[config.mk]
export PLATFORM = sky130hd
export DESIGN_NAME = indexed_bmp_stream_decoder_unit
export DESIGN_NICKNAME = d
export VERILOG_FILES = /design/src/hw/rtl/ibmp_pkg.sv /design/src/hw/rtl/ibmp_parse.sv /design/src/hw/rtl/ibmp_outq.sv /design/src/hw/rtl/indexed_bmp_stream_decoder_unit.sv
export SDC_FILE = /design/constraint.sdc
export NUM_CORES = 2
export LEC_CHECK = 0
export BUFFER_PORTS_ARGS = -buffer_cell sky130_fd_sc_hd__buf_2
export CAP_MARGIN = 0
export CORE_UTILIZATION = 35
export DETAILED_ROUTE_END_ITERATION = 10
export GPL_TIMING_DRIVEN = 0
export SLEW_MARGIN = 0
export SYNTH_ARGS = -nofsm -noshare
export SYNTH_HDL_FRONTEND = slang
export SYNTH_SLANG_ARGS = --single-unit
[constraint.sdc]
create_clock -name i_clk -period 18 [get_ports i_clk]
set_input_delay 1.8 -clock i_clk [delete_from_list [all_inputs] [get_ports i_clk]]
set_output_delay 1.8 -clock i_clk [all_outputs]
set_load 0.01 [all_outputs]
[src/hw/rtl/ibmp_pkg.sv]
// ---------------------------------------------------------------------------
// ibmp_pkg
// Shared types, constants and helpers of the indexed bitmap stream decoder.
// ---------------------------------------------------------------------------
`default_nettype none

package ibmp_pkg;

    // Limits of the supported image.
    localparam int MAX_WIDTH     = 4096;
    localparam int MAX_HEIGHT    = 4096;
    localparam int POSITION_BITS = 24;

    // Fixed header layout.
    localparam int HEADER_END    = 50;
    localparam int MIN_HDR_SIZE  = 40;
    localparam int FILE_HDR_LEN  = 14;
    localparam int MAX_COLOURS   = 256;
    localparam logic [7:0] SIG_B = 8'h42;
    localparam logic [7:0] SIG_M = 8'h4D;

    // Output word kinds.
    localparam logic [1:0] KIND_COLOUR  = 2'd0;
    localparam logic [1:0] KIND_PIXEL   = 2'd1;
    localparam logic [1:0] KIND_SUMMARY = 2'd2;
    localparam logic [1:0] KIND_ERROR   = 2'd3;

    // Error codes.
    localparam logic [2:0] ERR_NOT_BMP   = 3'd0;
    localparam logic [2:0] ERR_HEADER    = 3'd1;
    localparam logic [2:0] ERR_NOT_8BIT  = 3'd2;
    localparam logic [2:0] ERR_EMPTY     = 3'd3;
    localparam logic [2:0] ERR_COLOURS   = 3'd4;
    localparam logic [2:0] ERR_TRUNCATED = 3'd5;
    localparam logic [2:0] ERR_TOO_LARGE = 3'd6;
    localparam logic [2:0] ERR_OVERLAP   = 3'd7;

    typedef struct packed {
        logic [7:0] data_byte;
        logic       end_of_file;
    } t_in_word;

    typedef struct packed {
        logic [1:0]  result_kind;
        logic [11:0] column;
        logic [11:0] row;
        logic [11:0] value;
        logic [12:0] image_width;
        logic [12:0] image_height;
        logic [15:0] hot_x;
        logic [15:0] hot_y;
        logic [8:0]  colour_count;
        logic [2:0]  error_code;
        logic        last_of_run;
    } t_out_word;

    // Words pushed into the output queue for one input byte.
    typedef struct packed {
        logic first;
        logic second;
    } t_push;

    // 8-bit channel to 4-bit nibble, (c + 8) / 17, by reciprocal multiply.
    function automatic logic [3:0] to_nibble(input logic [7:0] c);
        logic [8:0]  x;
        logic [20:0] p;
        begin
            x = {1'b0, c} + 9'd8;
            p = 21'(x) * 21'd3856;
            to_nibble = p[19:16];
        end
    endfunction

endpackage

`default_nettype wire

[src/hw/rtl/ibmp_parse.sv]
// ---------------------------------------------------------------------------
// ibmp_parse
// Header capture and checks, palette and pixel tracking; forms up to two
// output words for each accepted input word.
// ---------------------------------------------------------------------------
`default_nettype none

module ibmp_parse
    import ibmp_pkg::*;
(
    input  wire logic      i_clk,
    input  wire logic      i_rst_n,
    input  wire logic      i_acc,
    input  wire t_in_word  i_word,
    output t_push          o_push,
    output t_out_word      o_res_a,
    output t_out_word      o_res_b
);

    localparam logic [POSITION_BITS-1:0] POS_MAX = '1;

    // State
    logic [POSITION_BITS-1:0] r_pos, n_pos;
    logic [31:0] r_hot, n_hot;
    logic [31:0] r_pix_off, n_pix_off;
    logic [31:0] r_hsize, n_hsize;
    logic [31:0] r_width, n_width;
    logic [31:0] r_height, n_height;
    logic [15:0] r_bpp, n_bpp;
    logic [31:0] r_comp, n_comp;
    logic [31:0] r_ncol, n_ncol;
    logic [15:0] r_gather, n_gather;
    logic [10:0] r_pal_cnt, n_pal_cnt;
    logic [12:0] r_col, n_col;
    logic [12:0] r_row, n_row;
    logic [3:0]  r_fail, n_fail;
    logic [POSITION_BITS-1:0] r_ps, n_ps;
    logic [POSITION_BITS-1:0] r_pe, n_pe;
    logic [POSITION_BITS-1:0] r_pix, n_pix;
    logic [33:0] r_data_end;

    // Derived image geometry
    logic [31:0] abs_rows;
    logic [12:0] width13, rows13, stride13;

    assign abs_rows = r_height[31] ? (~r_height + 32'd1) : r_height;
    assign width13  = r_width[12:0];
    assign rows13   = abs_rows[12:0];
    assign stride13 = (width13 + 13'd3) & ~13'd3;

    // End of pixel data, refreshed every cycle once geometry is stable
    always_ff @(posedge i_clk) begin
        r_data_end <= {2'b0, r_pix_off} + 34'(26'(stride13) * 26'(rows13 - 13'd1))
                      + 34'(width13);
    end

    // Next state and results
    always_comb begin
        logic [7:0]  b;
        logic [5:0]  p6;
        logic        hdr;
        logic [1:0]  ln;
        logic [8:0]  col_eff;
        logic [33:0] pe_full;
        logic [2:0]  code;
        logic        set;
        logic [1:0]  k;
        logic        data_v, eof_v, complete;
        t_out_word   dres, eres;

        b  = i_word.data_byte;
        p6 = r_pos[5:0];
        hdr = r_pos < POSITION_BITS'(HEADER_END);

        n_pos     = (r_pos < POS_MAX) ? r_pos + POSITION_BITS'(1) : r_pos;
        n_hot     = r_hot;
        n_pix_off = r_pix_off;
        n_hsize   = r_hsize;
        n_width   = r_width;
        n_height  = r_height;
        n_bpp     = r_bpp;
        n_comp    = r_comp;
        n_ncol    = r_ncol;
        n_gather  = r_gather;
        n_pal_cnt = r_pal_cnt;
        n_col     = r_col;
        n_row     = r_row;
        n_fail    = r_fail;
        n_ps      = r_ps;
        n_pe      = r_pe;
        n_pix     = r_pix;
        code      = ERR_NOT_BMP;
        set       = 1'b0;
        k         = 2'd0;
        data_v    = 1'b0;
        dres      = '0;
        eres      = '0;
        col_eff   = '0;
        pe_full   = '0;
        ln        = '0;

        // Header capture, little endian
        if (r_fail == 4'd0 && hdr) begin
            if (p6 >= 6'd6 && p6 <= 6'd9) begin
                ln = 2'(p6 - 6'd6);
                n_hot[{ln, 3'b0} +: 8] = b;
            end else if (p6 >= 6'd10 && p6 <= 6'd13) begin
                ln = 2'(p6 - 6'd10);
                n_pix_off[{ln, 3'b0} +: 8] = b;
            end else if (p6 >= 6'd14 && p6 <= 6'd17) begin
                ln = 2'(p6 - 6'd14);
                n_hsize[{ln, 3'b0} +: 8] = b;
            end else if (p6 >= 6'd18 && p6 <= 6'd21) begin
                ln = 2'(p6 - 6'd18);
                n_width[{ln, 3'b0} +: 8] = b;
            end else if (p6 >= 6'd22 && p6 <= 6'd25) begin
                ln = 2'(p6 - 6'd22);
                n_height[{ln, 3'b0} +: 8] = b;
            end else if (p6 >= 6'd28 && p6 <= 6'd29) begin
                n_bpp[{p6[0], 3'b0} +: 8] = b;
            end else if (p6 >= 6'd30 && p6 <= 6'd33) begin
                ln = 2'(p6 - 6'd30);
                n_comp[{ln, 3'b0} +: 8] = b;
            end else if (p6 >= 6'd46 && p6 <= 6'd49) begin
                ln = 2'(p6 - 6'd46);
                n_ncol[{ln, 3'b0} +: 8] = b;
            end

            col_eff = (n_ncol == 32'd0) ? 9'(MAX_COLOURS) : n_ncol[8:0];
            pe_full = 34'(FILE_HDR_LEN) + {2'b0, n_hsize} + {23'b0, col_eff, 2'b0};

            // Header checks, first failure wins
            if (p6 == 6'd0) begin
                set = (b != SIG_B); code = ERR_NOT_BMP;
            end else if (p6 == 6'd1) begin
                set = (b != SIG_M); code = ERR_NOT_BMP;
            end else if (p6 == 6'd17) begin
                set = (n_hsize < 32'(MIN_HDR_SIZE)); code = ERR_HEADER;
            end else if (p6 == 6'd29) begin
                set = (n_bpp != 16'd8); code = ERR_NOT_8BIT;
            end else if (p6 == 6'd33) begin
                if (n_comp != 32'd0) begin
                    set = 1'b1; code = ERR_NOT_8BIT;
                end else if (r_width[31] || r_width == 32'd0 || abs_rows == 32'd0) begin
                    set = 1'b1; code = ERR_EMPTY;
                end else if (r_width > 32'(MAX_WIDTH) || abs_rows > 32'(MAX_HEIGHT)) begin
                    set = 1'b1; code = ERR_TOO_LARGE;
                end
            end else if (p6 == 6'd49) begin
                if (n_ncol > 32'(MAX_COLOURS)) begin
                    set = 1'b1; code = ERR_COLOURS;
                end else if (pe_full > 34'(POS_MAX) || r_data_end > 34'(POS_MAX)) begin
                    set = 1'b1; code = ERR_TOO_LARGE;
                end else if ({2'b0, r_pix_off} < pe_full) begin
                    set = 1'b1; code = ERR_OVERLAP;
                end
            end
            if (set) n_fail = {1'b0, code} + 4'd1;
            n_ps  = POSITION_BITS'(34'(FILE_HDR_LEN) + {2'b0, n_hsize});
            n_pe  = POSITION_BITS'(pe_full);
            n_pix = POSITION_BITS'(r_pix_off);
        end else if (r_fail == 4'd0) begin
            // Palette entries
            if (r_pos >= r_ps && r_pos < r_pe) begin
                k = r_pos[1:0] - r_ps[1:0];
                case (k)
                    2'd0: n_gather = {r_gather[15:8], b};
                    2'd1: n_gather = {b, r_gather[7:0]};
                    2'd2: begin
                        data_v = 1'b1;
                        dres.result_kind = KIND_COLOUR;
                        dres.column = {1'b0, r_pal_cnt};
                        dres.value = {to_nibble(b), to_nibble(r_gather[15:8]),
                                      to_nibble(r_gather[7:0])};
                    end
                    default: n_pal_cnt = r_pal_cnt + 11'd1;
                endcase
            // Pixel data, padding counted
            end else if (r_pos >= r_pix && r_row < rows13) begin
                if (r_col < width13) begin
                    data_v = 1'b1;
                    dres.result_kind = KIND_PIXEL;
                    dres.column = r_col[11:0];
                    dres.row = r_height[31] ? r_row[11:0]
                                            : 12'(rows13 - 13'd1 - r_row);
                    dres.value = {4'd0, b};
                end
                if (r_col + 13'd1 >= stride13) begin
                    n_col = '0;
                    n_row = r_row + 13'd1;
                end else begin
                    n_col = r_col + 13'd1;
                end
            end
        end

        // End of file: summary or error
        eof_v = i_word.end_of_file;
        complete = (n_row >= rows13) || ((n_row + 13'd1 == rows13) && (n_col >= width13));
        if (eof_v) begin
            if (n_fail == 4'd0 && r_pos == '0) begin
                n_fail = {1'b0, ERR_NOT_BMP} + 4'd1;
            end else if (n_fail == 4'd0 &&
                         (r_pos < POSITION_BITS'(HEADER_END - 1) || !complete)) begin
                n_fail = {1'b0, ERR_TRUNCATED} + 4'd1;
            end
        end
        if (n_fail != 4'd0) begin
            eres.result_kind = KIND_ERROR;
            eres.error_code  = 3'(n_fail - 4'd1);
        end else begin
            eres.result_kind  = KIND_SUMMARY;
            eres.image_width  = width13;
            eres.image_height = rows13;
            eres.hot_x        = r_hot[15:0];
            eres.hot_y        = r_hot[31:16];
            eres.colour_count = (r_ncol == 32'd0) ? 9'(MAX_COLOURS) : r_ncol[8:0];
        end
        eres.last_of_run = 1'b1;
        dres.last_of_run = !eof_v;

        if (eof_v) begin
            n_pos = '0; n_hot = '0; n_pix_off = '0; n_hsize = '0; n_width = '0;
            n_height = '0; n_bpp = '0; n_comp = '0; n_ncol = '0; n_gather = '0;
            n_pal_cnt = '0; n_col = '0; n_row = '0; n_fail = '0;
        end

        o_push.first  = i_acc && (data_v || eof_v);
        o_push.second = i_acc && data_v && eof_v;
        o_res_a = data_v ? dres : eres;
        o_res_b = eres;
    end

    // Control registers
    always_ff @(posedge i_clk) begin
        if (!i_rst_n) begin
            r_pos     <= '0;
            r_pal_cnt <= '0;
            r_col     <= '0;
            r_row     <= '0;
            r_fail    <= '0;
            r_hot     <= '0;
            r_pix_off <= '0;
            r_hsize   <= '0;
            r_width   <= '0;
            r_height  <= '0;
            r_bpp     <= '0;
            r_comp    <= '0;
            r_ncol    <= '0;
            r_gather  <= '0;
        end else if (i_acc) begin
            r_pos     <= n_pos;
            r_pal_cnt <= n_pal_cnt;
            r_col     <= n_col;
            r_row     <= n_row;
            r_fail    <= n_fail;
            r_hot     <= n_hot;
            r_pix_off <= n_pix_off;
            r_hsize   <= n_hsize;
            r_width   <= n_width;
            r_height  <= n_height;
            r_bpp     <= n_bpp;
            r_comp    <= n_comp;
            r_ncol    <= n_ncol;
            r_gather  <= n_gather;
        end
    end

    // Palette and pixel windows, fixed once the header passes
    always_ff @(posedge i_clk) begin
        if (i_acc) begin
            r_ps  <= n_ps;
            r_pe  <= n_pe;
            r_pix <= n_pix;
        end
    end

endmodule

`default_nettype wire

[src/hw/rtl/ibmp_outq.sv]
// ---------------------------------------------------------------------------
// ibmp_outq
// Four-entry output queue; takes up to two words a cycle, gives one unless the receiver stalls.
// ---------------------------------------------------------------------------
`default_nettype none

module ibmp_outq
    import ibmp_pkg::*;
(
    input  wire logic      i_clk,
    input  wire logic      i_rst_n,
    input  wire t_push     i_push,
    input  wire t_out_word i_res_a,
    input  wire t_out_word i_res_b,
    output logic           o_full,
    output logic           o_valid,
    input  wire logic      i_stall,
    output t_out_word      o_word
);

    t_out_word   r_mem [4];
    logic [1:0]  r_wr, r_rd;
    logic [2:0]  r_cnt, n_cnt;
    logic        pop;

    assign o_valid = (r_cnt != 3'd0);
    assign o_word  = r_mem[r_rd];
    assign pop     = o_valid && !i_stall;
    // Room for two words is guaranteed while at most two are held
    assign o_full  = (r_cnt > 3'd2);

    assign n_cnt = r_cnt + 3'(i_push.first) + 3'(i_push.second) - 3'(pop);

    // Pointers and fill count
    always_ff @(posedge i_clk) begin
        if (!i_rst_n) begin
            r_wr  <= '0;
            r_rd  <= '0;
            r_cnt <= '0;
        end else begin
            r_wr  <= r_wr + 2'(i_push.first) + 2'(i_push.second);
            r_rd  <= r_rd + 2'(pop);
            r_cnt <= n_cnt;
        end
    end

    // Storage
    always_ff @(posedge i_clk) begin
        if (i_push.first)  r_mem[r_wr] <= i_res_a;
        if (i_push.second) r_mem[r_wr + 2'd1] <= i_res_b;
    end

    a_cnt_max: assert property (@(posedge i_clk) disable iff (!i_rst_n)
        r_cnt <= 3'd4) else $error("output queue overflow");
    a_two_room: assert property (@(posedge i_clk) disable iff (!i_rst_n)
        i_push.second |-> (r_cnt <= 3'd2 && i_push.first)) else $error("double push without room");
    a_cnt_step: assert property (@(posedge i_clk) disable iff (!i_rst_n)
        (pop && !i_push.first) |=> (r_cnt == $past(r_cnt) - 3'd1))
        else $error("count did not drop on pop");

endmodule

`default_nettype wire

[src/hw/rtl/indexed_bmp_stream_decoder_unit.sv]
// ---------------------------------------------------------------------------
// indexed_bmp_stream_decoder_unit
// Decodes an 8-bit indexed BMP byte stream into palette colours, pixels and
// an end-of-file summary or error.
//
//   channel | dir | handshake         | word
//   --------+-----+-------------------+------------------------------------
//   input   | in  | i_valid / o_stall | i_word (data_byte, end_of_file)
//   output  | out | o_valid / i_stall | o_word (kind, position, value, ...)
//
// One input word per cycle while o_stall is low; each word is handled in
// the cycle it is taken. A word gives zero, one or two output words (two
// on a final data byte); these go into a four-entry queue, and o_stall
// rises while it holds more than two. Output words leave one per cycle
// while i_stall is low. Reset is synchronous, active low; no clearing pass.
// ---------------------------------------------------------------------------
`default_nettype none

module indexed_bmp_stream_decoder_unit
    import ibmp_pkg::*;
(
    input  wire logic     i_clk,
    input  wire logic     i_rst_n,
    input  wire logic     i_valid,
    output logic          o_stall,
    input  wire t_in_word i_word,
    output logic          o_valid,
    input  wire logic     i_stall,
    output t_out_word     o_word
);

    logic      acc;
    logic      full;
    t_push     push;
    t_out_word res_a, res_b;

    assign o_stall = full;
    assign acc     = i_valid && !full;

    ibmp_parse u_parse (
        .i_clk   (i_clk),
        .i_rst_n (i_rst_n),
        .i_acc   (acc),
        .i_word  (i_word),
        .o_push  (push),
        .o_res_a (res_a),
        .o_res_b (res_b)
    );

    ibmp_outq u_outq (
        .i_clk   (i_clk),
        .i_rst_n (i_rst_n),
        .i_push  (push),
        .i_res_a (res_a),
        .i_res_b (res_b),
        .o_full  (full),
        .o_valid (o_valid),
        .i_stall (i_stall),
        .o_word  (o_word)
    );

endmodule

`default_nettype wire

==> results.rst <==
.. list-table::
   :header-rows: 1

   * - Metric
     - Value
   * - Run status
     - finished with violations
   * - Violations in the final reports
     - capacitance limit, slew limit
   * - Via count of the routed design
     - 44000
   * - Post-DP HPWL
     - 138000 um
   * - Post-CTS setup buffer count
     - 0
   * - Crit share post-route
     - 70.7%
   * - Routed wl met2
     - 85100 um
   * - Die outline area
     - 160000 sq um
   * - Critical Setup Path Class
     - flop to flop
   * - CTS H-tree lvls
     - 3
   * - Pre-CTS setup slack
     - 4.90 ns
   * - Total core area
     - 157000 sq um
   * - Length of routed wiring on met1
     - 77500 um
   * - Yosys synthesis warning count
     - 0
   * - Post-synthesis net count
     - 6274
   * - Ratio of cells with drive above 1 in the final layout
     - 8.73%
   * - Predominant post-synthesis flop cell
     - sky130_fd_sc_hd__dfxtp_1
   * - Kind of start point of the critical path
     - flop
   * - Vias in the first global route
     - 43100
   * - Number of clock buffers inserted by TritonCTS
     - 93
   * - Fraction of power spent switching nets
     - 30.8%
   * - Static leakage
     - 0.0247 uW
   * - Cell area after synthesis
     - 55400 sq um
   * - Number of stages on the worst setup path
     - 40
   * - Slowest cell on crit path
     - sky130_fd_sc_hd__xnor2_1
   * - Post-synthesis sequential area ratio
     - 36.9%
   * - Peak supply drop
     - 0.0830 mV
   * - Dominant cells by area after synthesis
     - sky130_fd_sc_hd__edfxtp_1 (19%), sky130_fd_sc_hd__dfxtp_1 (18%), sky130_fd_sc_hd__ha_1 (9.1%)
   * - Area leader, netlist
     - sky130_fd_sc_hd__edfxtp_1
   * - Highest routing layer actually used
     - met5
   * - Worst-Margin Slew
     - 1.51 ns
   * - Setup TNS
     - 0 ns
   * - TritonCTS clock tree
     - yes
   * - Clock tree root driver cell
     - sky130_fd_sc_hd__clkbuf_16
   * - Sequential fraction of design power
     - 41.0%
   * - Gr usage total
     - 22.5%
   * - Final-layout worst hold slack
     - 0.449 ns
   * - Startpoint of the lowest-slack register-to-register path
     - u_parse.r_height[0]
   * - Most frequently used cell type in the post-synthesis netlist
     - sky130_fd_sc_hd__dfxtp_1
   * - Number of vias per cell
     - 5.49
   * - Length of the first detailed-routing pass in iterations
     - 6
   * - Number of enable flip-flop cells after synthesis
     - 354
   * - # port buffers
     - 120
   * - Total DRC errors in the routed layout
     - 0
   * - Kind of cell adding the most delay to the critical path
     - adder cells
   * - Layout overhead on the synthesized area
     - 12.0%
   * - Top cell types by occurrence after synthesis
     - sky130_fd_sc_hd__dfxtp_1 (490), sky130_fd_sc_hd__nand2_1 (481), sky130_fd_sc_hd__inv_1 (437)
   * - Number of rows in the core area
     - 145
   * - Final cell count without fillers
     - 8003
   * - Initial DRC count
     - 4242
   * - Psw
     - 1610 uW
   * - Met3 routed WL
     - 12000 um
   * - Weighted congestion reported at the end of routability-driven placement
     - 0.955
   * - Maximum fanout along the worst path
     - 10
   * - MaxCap Viol Count
     - 1
   * - Required time of the worst setup path
     - 18.58 ns
   * - Wire length of the first global-routing pass
     - 272000 um
   * - Async SR Flop Fraction
     - 0%
   * - Max-slew violation total from the final report
     - 10
   * - CP Launch Point
     - u_parse.r_height[0]
   * - Number of instances in the placed design
     - 7827
   * - Later-pin clock latency in the skew report
     - 0.73 ns
   * - Final net count
     - 6504
   * - Highest clock rate
     - 78.6 MHz
   * - Post-Route Skew
     - 0.0359 ns
   * - Fillers
     - 15500
   * - Signal arrival time at the worst endpoint
     - 13.30 ns
   * - Path type of the worst min-delay path
     - flop to flop
   * - Clock tree buffer depth
     - 3
   * - Hold violation total from the final report
     - 0
   * - Mean area per synthesized cell
     - 9.83 sq um
   * - Worst R2R Path Depth
     - 40
   * - Portion of total power attributed to the clock network
     - 37.9%
   * - Drt wl/cell
     - 22.7 um
   * - Number of distinct library cells after synthesis
     - 96
   * - Horizontal extent of the die
     - 400 um
   * - Clock slew at reported path FFs
     - 0.06 ns
   * - Final setup margin
     - 5.28 ns
   * - Vertical die dimension
     - 400 um
   * - Post-route ant nets
     - 0
   * - Clk sink count
     - 844
   * - Time the worst path needs with I/O delays and setup
     - 12.72 ns
   * - Max-Slew Margin vs Limit
     - -1.10%
   * - Effective utilization at floorplan
     - 35.3%
   * - Power density of the placed cells
     - 84.2 nW/um^2
   * - Reg-to-reg setup timing slack
     - 5.28 ns
   * - Finish-stage setup viols
     - 0
   * - Number of register bits inferred by synthesis
     - 844
   * - Post-cts resize count
     - 0
   * - Total wire length after detailed routing
     - 181000 um
   * - Initial antenna violation count
     - 7
   * - Maximum single-stage delay on the critical path
     - 1.07 ns
   * - Worst Setup End Kind
     - flop
   * - Total grt overflow
     - 0
   * - Gate power share
     - 21.1%
   * - Share of the synthesized area in the top cell type
     - 19.2%
   * - Capturing point of the worst reg2reg path
     - u_parse.r_data_end[33]
   * - Capturing element of the worst setup path
     - u_parse.r_data_end[33]
   * - Worst path bufs/invs
     - 7
   * - Pin count of the biggest net entering global routing
     - 54
   * - Ports placed on the boundary
     - 124
   * - RSZ-0062 raised after global routing
     - no
   * - Cells after synthesis
     - 5635
   * - Internal power summed over all cells
     - 3610 uW
   * - Quantity of hold-fixing buffers added after cts
     - 0
[worst min-delay path, delay by kind of cell, from the launching register on]
kind	cells	cell delay (ns)
DFF	1	0.31
and+or+nand+nor	2	0.09
[logic make-up after synthesis]
group           share of synthesized area (%)
compound gates                           11.9
xor+xnor                                 3.99
fa+ha+maj                                17.2
buf+inv                                  5.26
flops                                    36.9
mux                                      5.59
simple gates                             19.2
[registers in the layout, indices dropped and copies added (netlist names), 22 cells and up]
name	cells
u_outq.r_mem	436
u_parse.r_comp	32
u_parse.r_height	32
u_parse.r_hot	32
u_parse.r_hsize	32
u_parse.r_ncol	32
u_parse.r_pix_off	32
u_parse.r_width	32
u_parse.r_pe	24
u_parse.r_pix	24
u_parse.r_pos	24
u_parse.r_ps	22
[how the worst min path moves through the flow]
stage                               from                    to  slack (ns)  cells past startpoint
floorplan           u_outq.r_mem[2][108]  u_outq.r_mem[2][108]        0.42                      2
CTS                 u_outq.r_mem[1][108]  u_outq.r_mem[1][108]        0.45                      2
global route         u_outq.r_mem[0][72]   u_outq.r_mem[0][72]        0.46                      2
global placement    u_outq.r_mem[3][108]  u_outq.r_mem[3][108]        0.43                      2
finish              u_outq.r_mem[1][108]  u_outq.r_mem[1][108]        0.45                      2
detailed placement  u_outq.r_mem[1][108]  u_outq.r_mem[1][108]        0.44                      2
[routing by layer]
| layer | vias up | GRT usage, % |
|---|---|---|
| met5 | - | 0 |
| met4 | 2 | 8.80 |
| met3 | 305 | 2.95 |
| met2 | 1639 | 37.1 |
| met1 | 21700 | 29.8 |
| li1 | 20300 | - |
[cells in the final DEF (no fill, tap or decap), drive strengths merged, types with 83 or more instances in the layout]
cell,count
mux4,109
nand3,273
clkbuf,361
edfxtp,354
nor3,83
dfxtp,490
a22oi,259
o21ai,212
fa,225
buf,196
and2,316
nand2,481
nor2b,307
ha,401
inv,442
nor2,276
xnor2,183
a21oi,153
[power groups by stage]
stage	Clock, uW	Combinational, uW	Sequential [uW]
after floorplan	0	659	2180
after global placement	0	1060	2190
after detailed placement	0	1090	2180
after CTS	2000	1100	2140
after global routing	2070	1180	2150
final	1980	1100	2140
[final cells by class]
cell class              instances  area (sq um)  area share (%)
clock inverters                41           403           0.649
repair buffers                135           838            1.35
plain buffers                 289          1250            2.01
inverters                     443          1660            2.68
diodes                          1          2.50         0.00403
flip-flops and latches        844         20400            32.9
clock buffers                 133          2730            4.40
multi-input cells            4059         32200            51.8
well taps                    2058          2570            4.15
[through the flow]
step / util, % / power [uW] / cell area, sq um
CTS: 39.6 / 5240 / 62000
finish: 39.6 / 5220 / 62100
global placement: 37.4 / 3260 / 58600
global route: 39.6 / 5400 / 62100
floorplan: - / 2830 / 55400
detailed placement: 37.6 / 3280 / 58900
Power figures use the tool's default switching activity.
